### src/design/tle_pkg.sv
// Shared types and constants for the terminal line editor.
// No dependencies; used by tle_ctrl, tle_dp and terminal_line_editor_unit.
package tle_pkg;

  // Default line capacity and width of the fill count
  localparam int LINE_DEPTH_DEF = 32;
  localparam int FILL_W         = 6;

  // Terminal control characters
  localparam logic [7:0] CH_NUL  = 8'h00;
  localparam logic [7:0] CH_BS   = 8'h08;
  localparam logic [7:0] CH_CR   = 8'h0D;
  localparam logic [7:0] CH_ESC  = 8'h1B;
  localparam logic [7:0] CH_DEL  = 8'h7F;
  localparam logic [7:0] CH_ZERO = 8'h30;
  localparam logic [7:0] CH_NINE = 8'h39;

  // Escape skip phase codes
  localparam logic [1:0] ESC_OFF = 2'd0;
  localparam logic [1:0] ESC_ONE = 2'd1;
  localparam logic [1:0] ESC_TWO = 2'd2;

  // Result kind, carried on tuser
  typedef enum logic [1:0] {
    KIND_ECHO = 2'd0,
    KIND_CMD  = 2'd1,
    KIND_EOL  = 2'd2
  } kind_t;

  // Controller states
  typedef enum logic [1:0] {
    ST_IDLE,
    ST_READ,
    ST_EMIT,
    ST_EOL
  } state_t;

  // Controller to datapath
  typedef struct packed {
    logic take;      // input item accepted this cycle
    logic ptr_clr;   // restart line readout
    logic ptr_inc;   // step to next stored byte
    logic emit_cmd;  // load read byte as command result
    logic emit_eol;  // load end of line result, empty the line
  } dp_cmd_t;

  // Datapath to controller
  typedef struct packed {
    logic cr_hit;     // incoming byte is a carriage return outside an escape
    logic line_empty; // no stored bytes
    logic ptr_end;    // read pointer on newest stored byte
    logic out_free;   // output register can take a result
  } dp_stat_t;

endpackage

### src/design/terminal_line_editor_unit.sv
// Terminal line editor: top level joining controller and datapath.
// Depends on tle_pkg, tle_ctrl and tle_dp.
//
// Usage: received terminal bytes enter on the s_ stream, one per item.
// Results leave on the m_ stream: tuser gives the kind (echo, command byte,
// end of line), tdata the byte, tlast marks the last result of an input item.
// Ordinary bytes, backspace and escape handling need no line readout; a result
// appears in the output register the cycle after the item is accepted.
// A carriage return holds s_tready low while the stored line is read out,
// byte by byte through the line memory's registered read port, followed by
// the end of line item. Bytes that give no result are taken at one item per
// cycle while the output register can take a result.
// Reset empties the line, ends any escape skip and drops a pending result.
// When the receiver stalls, the result waits in the output register and no
// new item is taken until it leaves.
module terminal_line_editor_unit #(
  parameter int LINE_DEPTH = tle_pkg::LINE_DEPTH_DEF
) (
  input  logic       clk,
  input  logic       rst,
  input  logic       s_tvalid,
  output logic       s_tready,
  input  logic [7:0] s_tdata,   // [7:0] rx_byte
  output logic       m_tvalid,
  input  logic       m_tready,
  output logic [7:0] m_tdata,   // [7:0] out_byte
  output logic [1:0] m_tuser,   // [1:0] out_kind
  output logic       m_tlast
);

  tle_pkg::dp_cmd_t  cmd;
  tle_pkg::dp_stat_t stat;
  tle_pkg::kind_t    out_kind;

  tle_ctrl u_ctrl (
    .clk      (clk),
    .rst      (rst),
    .in_valid (s_tvalid),
    .stat     (stat),
    .in_ready (s_tready),
    .cmd      (cmd)
  );

  tle_dp #(
    .LINE_DEPTH (LINE_DEPTH)
  ) u_dp (
    .clk       (clk),
    .rst       (rst),
    .cmd       (cmd),
    .rx_byte   (s_tdata),
    .out_ready (m_tready),
    .stat      (stat),
    .out_valid (m_tvalid),
    .out_kind  (out_kind),
    .out_byte  (m_tdata),
    .out_last  (m_tlast)
  );

  assign m_tuser = out_kind;

endmodule

### src/design/tle_ctrl.sv
// Sequencer for the terminal line editor: input acceptance and line readout.
// Depends on tle_pkg.
module tle_ctrl (
  input  logic              clk,
  input  logic              rst,
  input  logic              in_valid,
  input  tle_pkg::dp_stat_t stat,
  output logic              in_ready,
  output tle_pkg::dp_cmd_t  cmd
);

  tle_pkg::state_t state;
  tle_pkg::state_t state_next;

  // State register
  always_ff @(posedge clk) begin
    if (rst) begin
      state <= tle_pkg::ST_IDLE;
    end else begin
      state <= state_next;
    end
  end

  // Next state
  always_comb begin
    state_next = state;
    case (state)
      tle_pkg::ST_IDLE: begin
        if (in_valid && stat.out_free && stat.cr_hit) begin
          state_next = stat.line_empty ? tle_pkg::ST_EOL : tle_pkg::ST_READ;
        end
      end
      tle_pkg::ST_READ: begin
        state_next = tle_pkg::ST_EMIT;
      end
      tle_pkg::ST_EMIT: begin
        if (stat.out_free) begin
          state_next = stat.ptr_end ? tle_pkg::ST_EOL : tle_pkg::ST_READ;
        end
      end
      tle_pkg::ST_EOL: begin
        if (stat.out_free) begin
          state_next = tle_pkg::ST_IDLE;
        end
      end
      default: begin
        state_next = tle_pkg::ST_IDLE;
      end
    endcase
  end

  // Outputs
  always_comb begin
    in_ready = 1'b0;
    cmd      = '0;
    case (state)
      tle_pkg::ST_IDLE: begin
        in_ready    = stat.out_free;
        cmd.take    = in_valid && stat.out_free;
        cmd.ptr_clr = 1'b1;
      end
      tle_pkg::ST_READ: begin
      end
      tle_pkg::ST_EMIT: begin
        cmd.emit_cmd = stat.out_free;
        cmd.ptr_inc  = stat.out_free && !stat.ptr_end;
      end
      tle_pkg::ST_EOL: begin
        cmd.emit_eol = stat.out_free;
      end
      default: begin
      end
    endcase
  end

endmodule

### src/design/tle_dp.sv
// Datapath of the terminal line editor: line memory, fill count, escape
// phase and the result register. Depends on tle_pkg.
module tle_dp #(
  parameter int LINE_DEPTH = tle_pkg::LINE_DEPTH_DEF
) (
  input  logic              clk,
  input  logic              rst,
  input  tle_pkg::dp_cmd_t  cmd,
  input  logic [7:0]        rx_byte,
  input  logic              out_ready,
  output tle_pkg::dp_stat_t stat,
  output logic              out_valid,
  output tle_pkg::kind_t    out_kind,
  output logic [7:0]        out_byte,
  output logic              out_last
);

  localparam int AW = (LINE_DEPTH > 1) ? $clog2(LINE_DEPTH) : 1;
  localparam logic [tle_pkg::FILL_W-1:0] DEPTH_C = tle_pkg::FILL_W'(LINE_DEPTH);

  logic [7:0]                line_mem [LINE_DEPTH];
  logic [7:0]                rd_data;
  logic [AW-1:0]             rd_ptr;
  logic [tle_pkg::FILL_W-1:0] fill_count;
  logic [tle_pkg::FILL_W-1:0] fill_count_next;
  logic [1:0]                escape_phase;
  logic [1:0]                escape_phase_next;

  logic                      mem_we;
  logic                      echo_load;
  logic [7:0]                echo_byte;
  logic                      out_free;
  logic                      is_digit;
  logic [tle_pkg::FILL_W-1:0] fill_m1;

  assign out_free = !out_valid || out_ready;
  assign is_digit = (rx_byte >= tle_pkg::CH_ZERO) && (rx_byte <= tle_pkg::CH_NINE);
  assign fill_m1  = fill_count - tle_pkg::FILL_W'(1);

  // Status to the controller
  assign stat.cr_hit     = (escape_phase == tle_pkg::ESC_OFF) && (rx_byte == tle_pkg::CH_CR);
  assign stat.line_empty = (fill_count == '0);
  assign stat.ptr_end    = (tle_pkg::FILL_W'(rd_ptr) == fill_m1);
  assign stat.out_free   = out_free;

  // Per-byte edit decisions
  always_comb begin
    fill_count_next   = fill_count;
    escape_phase_next = escape_phase;
    mem_we            = 1'b0;
    echo_load         = 1'b0;
    echo_byte         = rx_byte;
    if (cmd.take) begin
      if (escape_phase != tle_pkg::ESC_OFF) begin
        // digits inside an escape do not count toward its end
        if (!is_digit) begin
          escape_phase_next = (escape_phase == tle_pkg::ESC_TWO) ?
                              tle_pkg::ESC_OFF : escape_phase + 2'd1;
        end
      end else if (rx_byte == tle_pkg::CH_NUL || rx_byte == tle_pkg::CH_CR) begin
        // zero is ignored; carriage return is run by the controller
      end else if (rx_byte == tle_pkg::CH_BS || rx_byte == tle_pkg::CH_DEL) begin
        if (fill_count != '0) begin
          fill_count_next = fill_m1;
          echo_load       = 1'b1;
          echo_byte       = tle_pkg::CH_DEL;
        end
      end else if (rx_byte == tle_pkg::CH_ESC) begin
        escape_phase_next = tle_pkg::ESC_ONE;
      end else if (fill_count < DEPTH_C) begin
        mem_we          = 1'b1;
        fill_count_next = fill_count + tle_pkg::FILL_W'(1);
        echo_load       = 1'b1;
      end
    end
    if (cmd.emit_eol) begin
      fill_count_next = '0;
    end
  end

  // Control registers
  always_ff @(posedge clk) begin
    if (rst) begin
      fill_count   <= '0;
      escape_phase <= tle_pkg::ESC_OFF;
      out_valid    <= 1'b0;
    end else begin
      fill_count   <= fill_count_next;
      escape_phase <= escape_phase_next;
      if (echo_load || cmd.emit_cmd || cmd.emit_eol) begin
        out_valid <= 1'b1;
      end else if (out_ready) begin
        out_valid <= 1'b0;
      end
    end
  end

  // Read pointer for line readout
  always_ff @(posedge clk) begin
    if (cmd.ptr_clr) begin
      rd_ptr <= '0;
    end else if (cmd.ptr_inc) begin
      rd_ptr <= rd_ptr + AW'(1);
    end
  end

  // Line memory, registered read
  always_ff @(posedge clk) begin
    if (mem_we) begin
      line_mem[fill_count[AW-1:0]] <= rx_byte;
    end
    rd_data <= line_mem[rd_ptr];
  end

  // Result register
  always_ff @(posedge clk) begin
    if (echo_load) begin
      out_kind <= tle_pkg::KIND_ECHO;
      out_byte <= echo_byte;
      out_last <= 1'b1;
    end else if (cmd.emit_cmd) begin
      out_kind <= tle_pkg::KIND_CMD;
      out_byte <= rd_data;
      out_last <= 1'b0;
    end else if (cmd.emit_eol) begin
      out_kind <= tle_pkg::KIND_EOL;
      out_byte <= 8'h00;
      out_last <= 1'b1;
    end
  end

endmodule

### config.mk
export PLATFORM = sky130hd
export DESIGN_NAME = terminal_line_editor_unit
export DESIGN_NICKNAME = d
export VERILOG_FILES = /design/src/design/tle_pkg.sv /design/src/design/terminal_line_editor_unit.sv /design/src/design/tle_ctrl.sv /design/src/design/tle_dp.sv
export SDC_FILE = /design/constraint.sdc
export NUM_CORES = 1
export LEC_CHECK = 0
export BUFFER_PORTS_ARGS = -buffer_cell sky130_fd_sc_hd__buf_2
export CORE_UTILIZATION = 55
export DETAILED_ROUTE_END_ITERATION = 10
export HOLD_SLACK_MARGIN = 0.12
export PLACE_DENSITY = 0.69
export SYNTH_ARGS = -nofsm -noshare
export SYNTH_HDL_FRONTEND = slang
export SYNTH_SLANG_ARGS = --single-unit
### constraint.sdc
create_clock -name clk -period 3.8 [get_ports clk]
set_input_delay 0.38 -clock clk [delete_from_list [all_inputs] [get_ports clk]]
set_output_delay 0.38 -clock clk [all_outputs]
set_load 0.01 [all_outputs]
After elaboration in Yosys (flattened, before gate mapping):

Memories as Yosys holds them, arrays and structs flattened. A register that Yosys moved wholly into a read port is not among the register bits.
Index checks and enable logic that the tools add are counted.

* register bits after elaboration: 27
* latch bits: 0
* RAM bits: 256
* bits in read-only memories: 0
* input bits: 12
* logic and storage cells: 111
* memories kept: 1

Memories
* u_dp.line_mem: words 32, bits a word 8, read ports 1, clocked after Yosys merged registers in 1, wr ports 1, line tle_dp.sv:21 `logic [7:0] line_mem [LINE_DEPTH];`

* add/subtract/negate cells: 4
* multipliers: 0
* divide/modulo/power cells: 0
* magnitude comparators: 3
* equal/unequal tests: 17
* shifts and indexed selects: 0
* multiplexer cells: 47
* bitwise gates (word level): 2
* reduce and logical (&&, ||, !) cells: 28

Operator list (count)
* 8-bit two-way mux: 8
* 2-bit two-way mux: 13
* 6-bit two-way mux: 4
* 1-bit two-way mux: 21
* 8-bit by 4-bit equality test with 1-bit output, second input constant: 2
* 2-bit by 1-bit inequality test with 1-bit output, second input constant: 6
* 2-bit nonzero test: 5
* 8-bit by 5-bit equality test with 1-bit output, second input constant: 1
* 8-bit by 7-bit equality test with 1-bit output, second input constant: 1
* 8-bit by 6-bit >= comparator with 1-bit output, second input constant: 1
* 8-bit by 6-bit less-or-equal comparator with 1-bit output, second input constant: 1
* 8-bit zero test: 1
* 2-bit case mux with 4 select lines: 1
* 6-bit by 1-bit adder with 6-bit output, second input constant: 1
* 2-bit equality test, second input constant: 3
* 5-bit by 6-bit equality test with 1-bit output: 1
* 6-bit zero test: 1
* 6-bit less-than comparator, second input constant: 1
* 6-bit AND reduction: 1
* 6-bit nonzero test: 1
* 6-bit by 1-bit subtractor with 6-bit output, second input constant: 1
* 5-bit by 1-bit adder with 5-bit output, second input constant: 1
* 1-bit logical AND: 5
* 1-bit logical OR: 5
* other kinds (10): 15

Logic depth before layout (Yosys ltp):

* depth in word-level cells: 10
* gate-level depth with buffers: 9
* depth with buffers taken out: 8

Hierarchy:

A second synthesis with hierarchy kept.

* cells, all modules: 604
* area total of the unflattened synthesis: 11742.5 um^2

By module, submodules not included
* tle_dp: instances 1, cells each 587, area an instance 11609.9 um^2, sequential area each 8428.1 um^2
* tle_ctrl: instances 1, cells each 17, area an instance 132.6 um^2, sequential area each 40.0 um^2

Worst setup path before layout:

Ideal clock, no wire load.

* path kind: in2reg
* start: input port s_tdata[0]
* end: memory u_dp.line_mem[12][0], enable pin
* arrival time: 2172 ps
* required time: 3519 ps
* slack: 1346 ps
* cell stages on the path: 7
* path through: or3_1 a2111oi_1 nor2_1 o211a_2 nand2b_1 clkbuf_1 nor2_1

* word-level cells in the longest chain between the ends: 8
* elaborated cells between the ends (all ways): 14
* classes of those cells: eq/ne: 4; mux: 7; reduce/logical: 3

Ends and longest elaborated chain
* start, declared: line terminal_line_editor_unit.sv:23 `input logic [7:0] s_tdata,`
* 8-bit by 5-bit equality test with 1-bit output (tied with other cells): line tle_dp.sv:68 `end else if (rx_byte == tle_pkg::CH_ESC) begin`
* 1-bit two-way mux / 1-bit logical OR (equally long branches): line tle_dp.sv:68, tle_dp.sv:62
* 1-bit two-way mux: line tle_dp.sv:62 `end else if (rx_byte == tle_pkg::CH_BS || rx_byte == tle_pkg::CH_DEL) begin`
* 1-bit two-way mux *: line tle_dp.sv:60 `end else if (rx_byte == tle_pkg::CH_NUL || rx_byte == tle_pkg::CH_CR) begin`
* 1-bit two-way mux *: line tle_dp.sv:54 `if (escape_phase != tle_pkg::ESC_OFF) begin`
* 1-bit two-way mux *: line tle_dp.sv:53 `if (cmd.take) begin`
* 1-bit two-way mux *: line tle_dp.sv:109 `if (mem_we) begin`
* 1-bit two-way mux (implied by the code) *: line tle_dp.sv:110 `line_mem[fill_count[AW-1:0]] <= rx_byte;`
* end, declared: line tle_dp.sv:21

Every way passes the cells marked *; elsewhere a longest branch is shown, timed or not.

Worst setup path after layout:

* start: register u_ctrl.state[0]
* end: memory u_dp.line_mem[15][3], enable pin

* word-level cells in the longest chain between the ends: 5

Ends and longest elaborated chain
* start, declared: line tle_ctrl.sv:12 `tle_pkg::state_t state;`
* start signal, assigned: line tle_ctrl.sv:18 `state <= tle_pkg::ST_IDLE;`
* start signal, assigned: line tle_ctrl.sv:20 `state <= state_next;`
* 2-bit zero test: line tle_ctrl.sv:56 `case (state)`
* 2-bit two-way mux: line tle_ctrl.sv:56
* 1-bit two-way mux: line tle_dp.sv:53
* 1-bit two-way mux: line tle_dp.sv:109
* 1-bit two-way mux (implied by the code): line tle_dp.sv:110

Every way passes these cells.

==> metrics.yaml <==
rows: 53
syn2layout_area_growth_pct: 12.2
ant_nets: 0
vias: 6010
post_drt_wl_per_cell_um: 27.0
synth_edf_count: 264
grt_max_degree: 45
hp-start: "m_tready"
p_leak_nw: 4.11
setup_viol_count_final: 0
cts_post_setup_buffers_inserted: 0
cts_root_buffer: "clkbuf_16"
ctsHoldBuffers: 1
cts_resized: 0
yosysWarnings: 0
status: "completed"
grt_util_met3: 0.0426
tightest_slew_ns: 0.795
clock_sinks: 291
power_density_nw_per_um2: 494
coreArea_um2: 21000
syn_avg_cell_area_um2: 19.0
synth_top_area_share: 0.676
wirelength_mm: 25.9
fmax_mhz: 352
critPathMaxFanout: 8
final_layout_size_suffix_gt1_frac: 0.281
worstPathArrival_ns: 3.00
power.total_mw: 6.50
final_cell_area_um2: 13100
gp_congestion: 0.850
syn_area_um2: 11700
drc: 0
worstRegToRegCells: 7
drv_slew: 0
hpwl_mm: 17.3
synth_common_cells: "edfxtp_1 (264), mux4_2 (80), nor2_1 (53)"
die_h_um: 148
synth_seq_cells: 291
grt.busiest_layer: "met2"
yosysUniqueCellTypes: 50
fin_crit_sh: 0.747
first_global_vias: 6152
finalSetupTns_ns: 0
gr-usage-met1: 0.349
clock_latency_ns: 0.53
dpl_cell_area_um2: 12300
rsz0062_at_grt: "false"
r2r_start: "u_ctrl.state[0]"
dr.pass1.iters: 4
fin_crit_ns: 2.84
overflow: 0
antenna_cells: 0
portBuffers: 24
synth.area.top_cells: "edfxtp_1 (68%), mux4_2 (15%), dfxtp_1 (4.6%)"
r2r_slack_ns: 0.96
timing.hold.ws_ns: 0.204
synth_top_area_cell: "edfxtp_1"
min_to: "u_dp.out_valid"
htreeDepth: 1
endpoint_kind: "flip-flop"
fin_skew_ns: 0.0127
via_per_inst: 6.27
drt_iter0_drc: 566
r2r-end: "u_dp.line_mem[15][3]"
required_ns: 3.96
clk_pin_slew_ns: 0.06
seq_area_um2: 8470
syn-num-nets: 634
met2_usage: 0.403
multi_input_area_um2: 3110
die_w_um: 148
startpoint_type: "flip-flop"
post-place-ws_ns: 0.762
ios: 25
die_area_um2: 21900
ys_seq_area_frac: 0.723
ir_drop_uv: 380
grt_usage: 0.249
clockBufferDepth: 3
ys.flop_type: "edfxtp_1"
hold_path.class: "in2reg"
drv_cap: 0
grt_pass1_wl_mm: 39.2
min_path_cells: 4
fill_cells: 1458
numCtsBuffers: 28
fin_ws_ns: 0.961
grt_antenna_before_repair: 1
hold_viol: 0
start_util: 0.559
final_nets: 682
async_flop_share: 0
cts_tree: "done"
slew_headroom: 0.468
yosysMostFrequentCell: "edfxtp_1"
syn_inst: 616
crit_type: "reg2reg"
-- final cells by class --
| type | count | share of cell area |
|---|---|---|
| Clock buffer | 40 | 0.0630 |
| Timing Repair Buffer | 48 | 0.0249 |
| Tap cell | 275 | 0.0262 |
| Clock inverter | 10 | 0.00390 |
| Sequential cell | 291 | 0.644 |
| Multi-Input combinational cell | 292 | 0.237 |
| Inverter | 3 | 0.000856 |
-- power by group --
part           switching, mW  internal (mW)
combinational          0.204         0.0986
sequential            0.0252           3.54
clock                   1.12           1.51
-- flip-flops by register name, indices dropped and copies added, names as in the netlist --
signal and cells:
u_dp.out_valid 1, u_dp.line_mem 256, u_dp.escape_phase 2, u_dp.out_kind 2
u_dp.out_byte 8, u_dp.rd_data 8, u_dp.rd_ptr 5, u_ctrl.state 2
u_dp.fill_count 6, u_dp.out_last 1
-- logic make-up (layout without fill, tap and decap cells) --
kind of cell / Yosys count / after routing / synth area share
flops: 291 / 291 / 0.723
simple gates: 138 / 138 / 0.0593
mux: 94 / 94 / 0.167
compound gates: 44 / 44 / 0.0258
buf+inv: 33 / 101 / 0.0117
xor+xnor: 10 / 10 / 0.00747
fa+ha+maj: 6 / 6 / 0.00641
-- worst max-delay path by stage --
| stage | end | start | cells after the start |
|---|---|---|---|
| 2_1_floorplan | u_dp.line_mem[12][0] | s_tdata[0] | 7 |
| 3_3_place_gp | u_dp.line_mem[15][3] | s_tdata[7] | 8 |
| 3_5_place_dp | u_dp.line_mem[15][5] | s_tdata[7] | 8 |
| 4_1_cts | u_dp.line_mem[15][6] | u_ctrl.state[0] | 7 |
| 5_1_grt | u_dp.line_mem[15][5] | u_ctrl.state[0] | 7 |
| 6_report | u_dp.line_mem[15][3] | u_ctrl.state[0] | 7 |
-- layout by cell type (no fill, tap or decap), types with 5 or more instances in the layout --
master     instances
dfxtp_1           25
clkbuf_1           6
mux2i_1            5
o21ai_1            6
xnor2_1            6
clkbuf_16         30
nand2b_1           6
buf_2             24
nor2_1            53
a21oi_1           13
nand2_1           26
buf_4             21
mux2_2             9
nand3b_1           7
clkinv_2           5
mux4_2            80
ha_1               6
or3_1              6
o21ai_0            6
edfxtp_1         264
nand3_1            8
-- per-layer routing --
metal	wire, um	part of all wire	vias to the layer above
li1	-	-	2586
met1	10700	0.41	3134
met2	12700	0.49	243
met3	1700	0.066	45
met4	705	0.027	2
met5	13	0.00050	-
-- worst max-delay path: stages (launching register included) --
cell,delay [ns]
dfxtp_1,0.37
nor2_1,0.27
nand4_1,0.25
nor2_1,0.30
o211a_2,0.29
nand3b_1,0.16
buf_4,0.20
nor2_1,0.61
-- stage by stage --
step           std cells   util
6_report             959  0.627
3_5_place_dp         908  0.585
5_1_grt              959  0.627
3_3_place_gp         908  0.585
4_1_cts              959  0.627
2_1_floorplan        616      -
No activity file was read; power rests on OpenSTA's default activity.
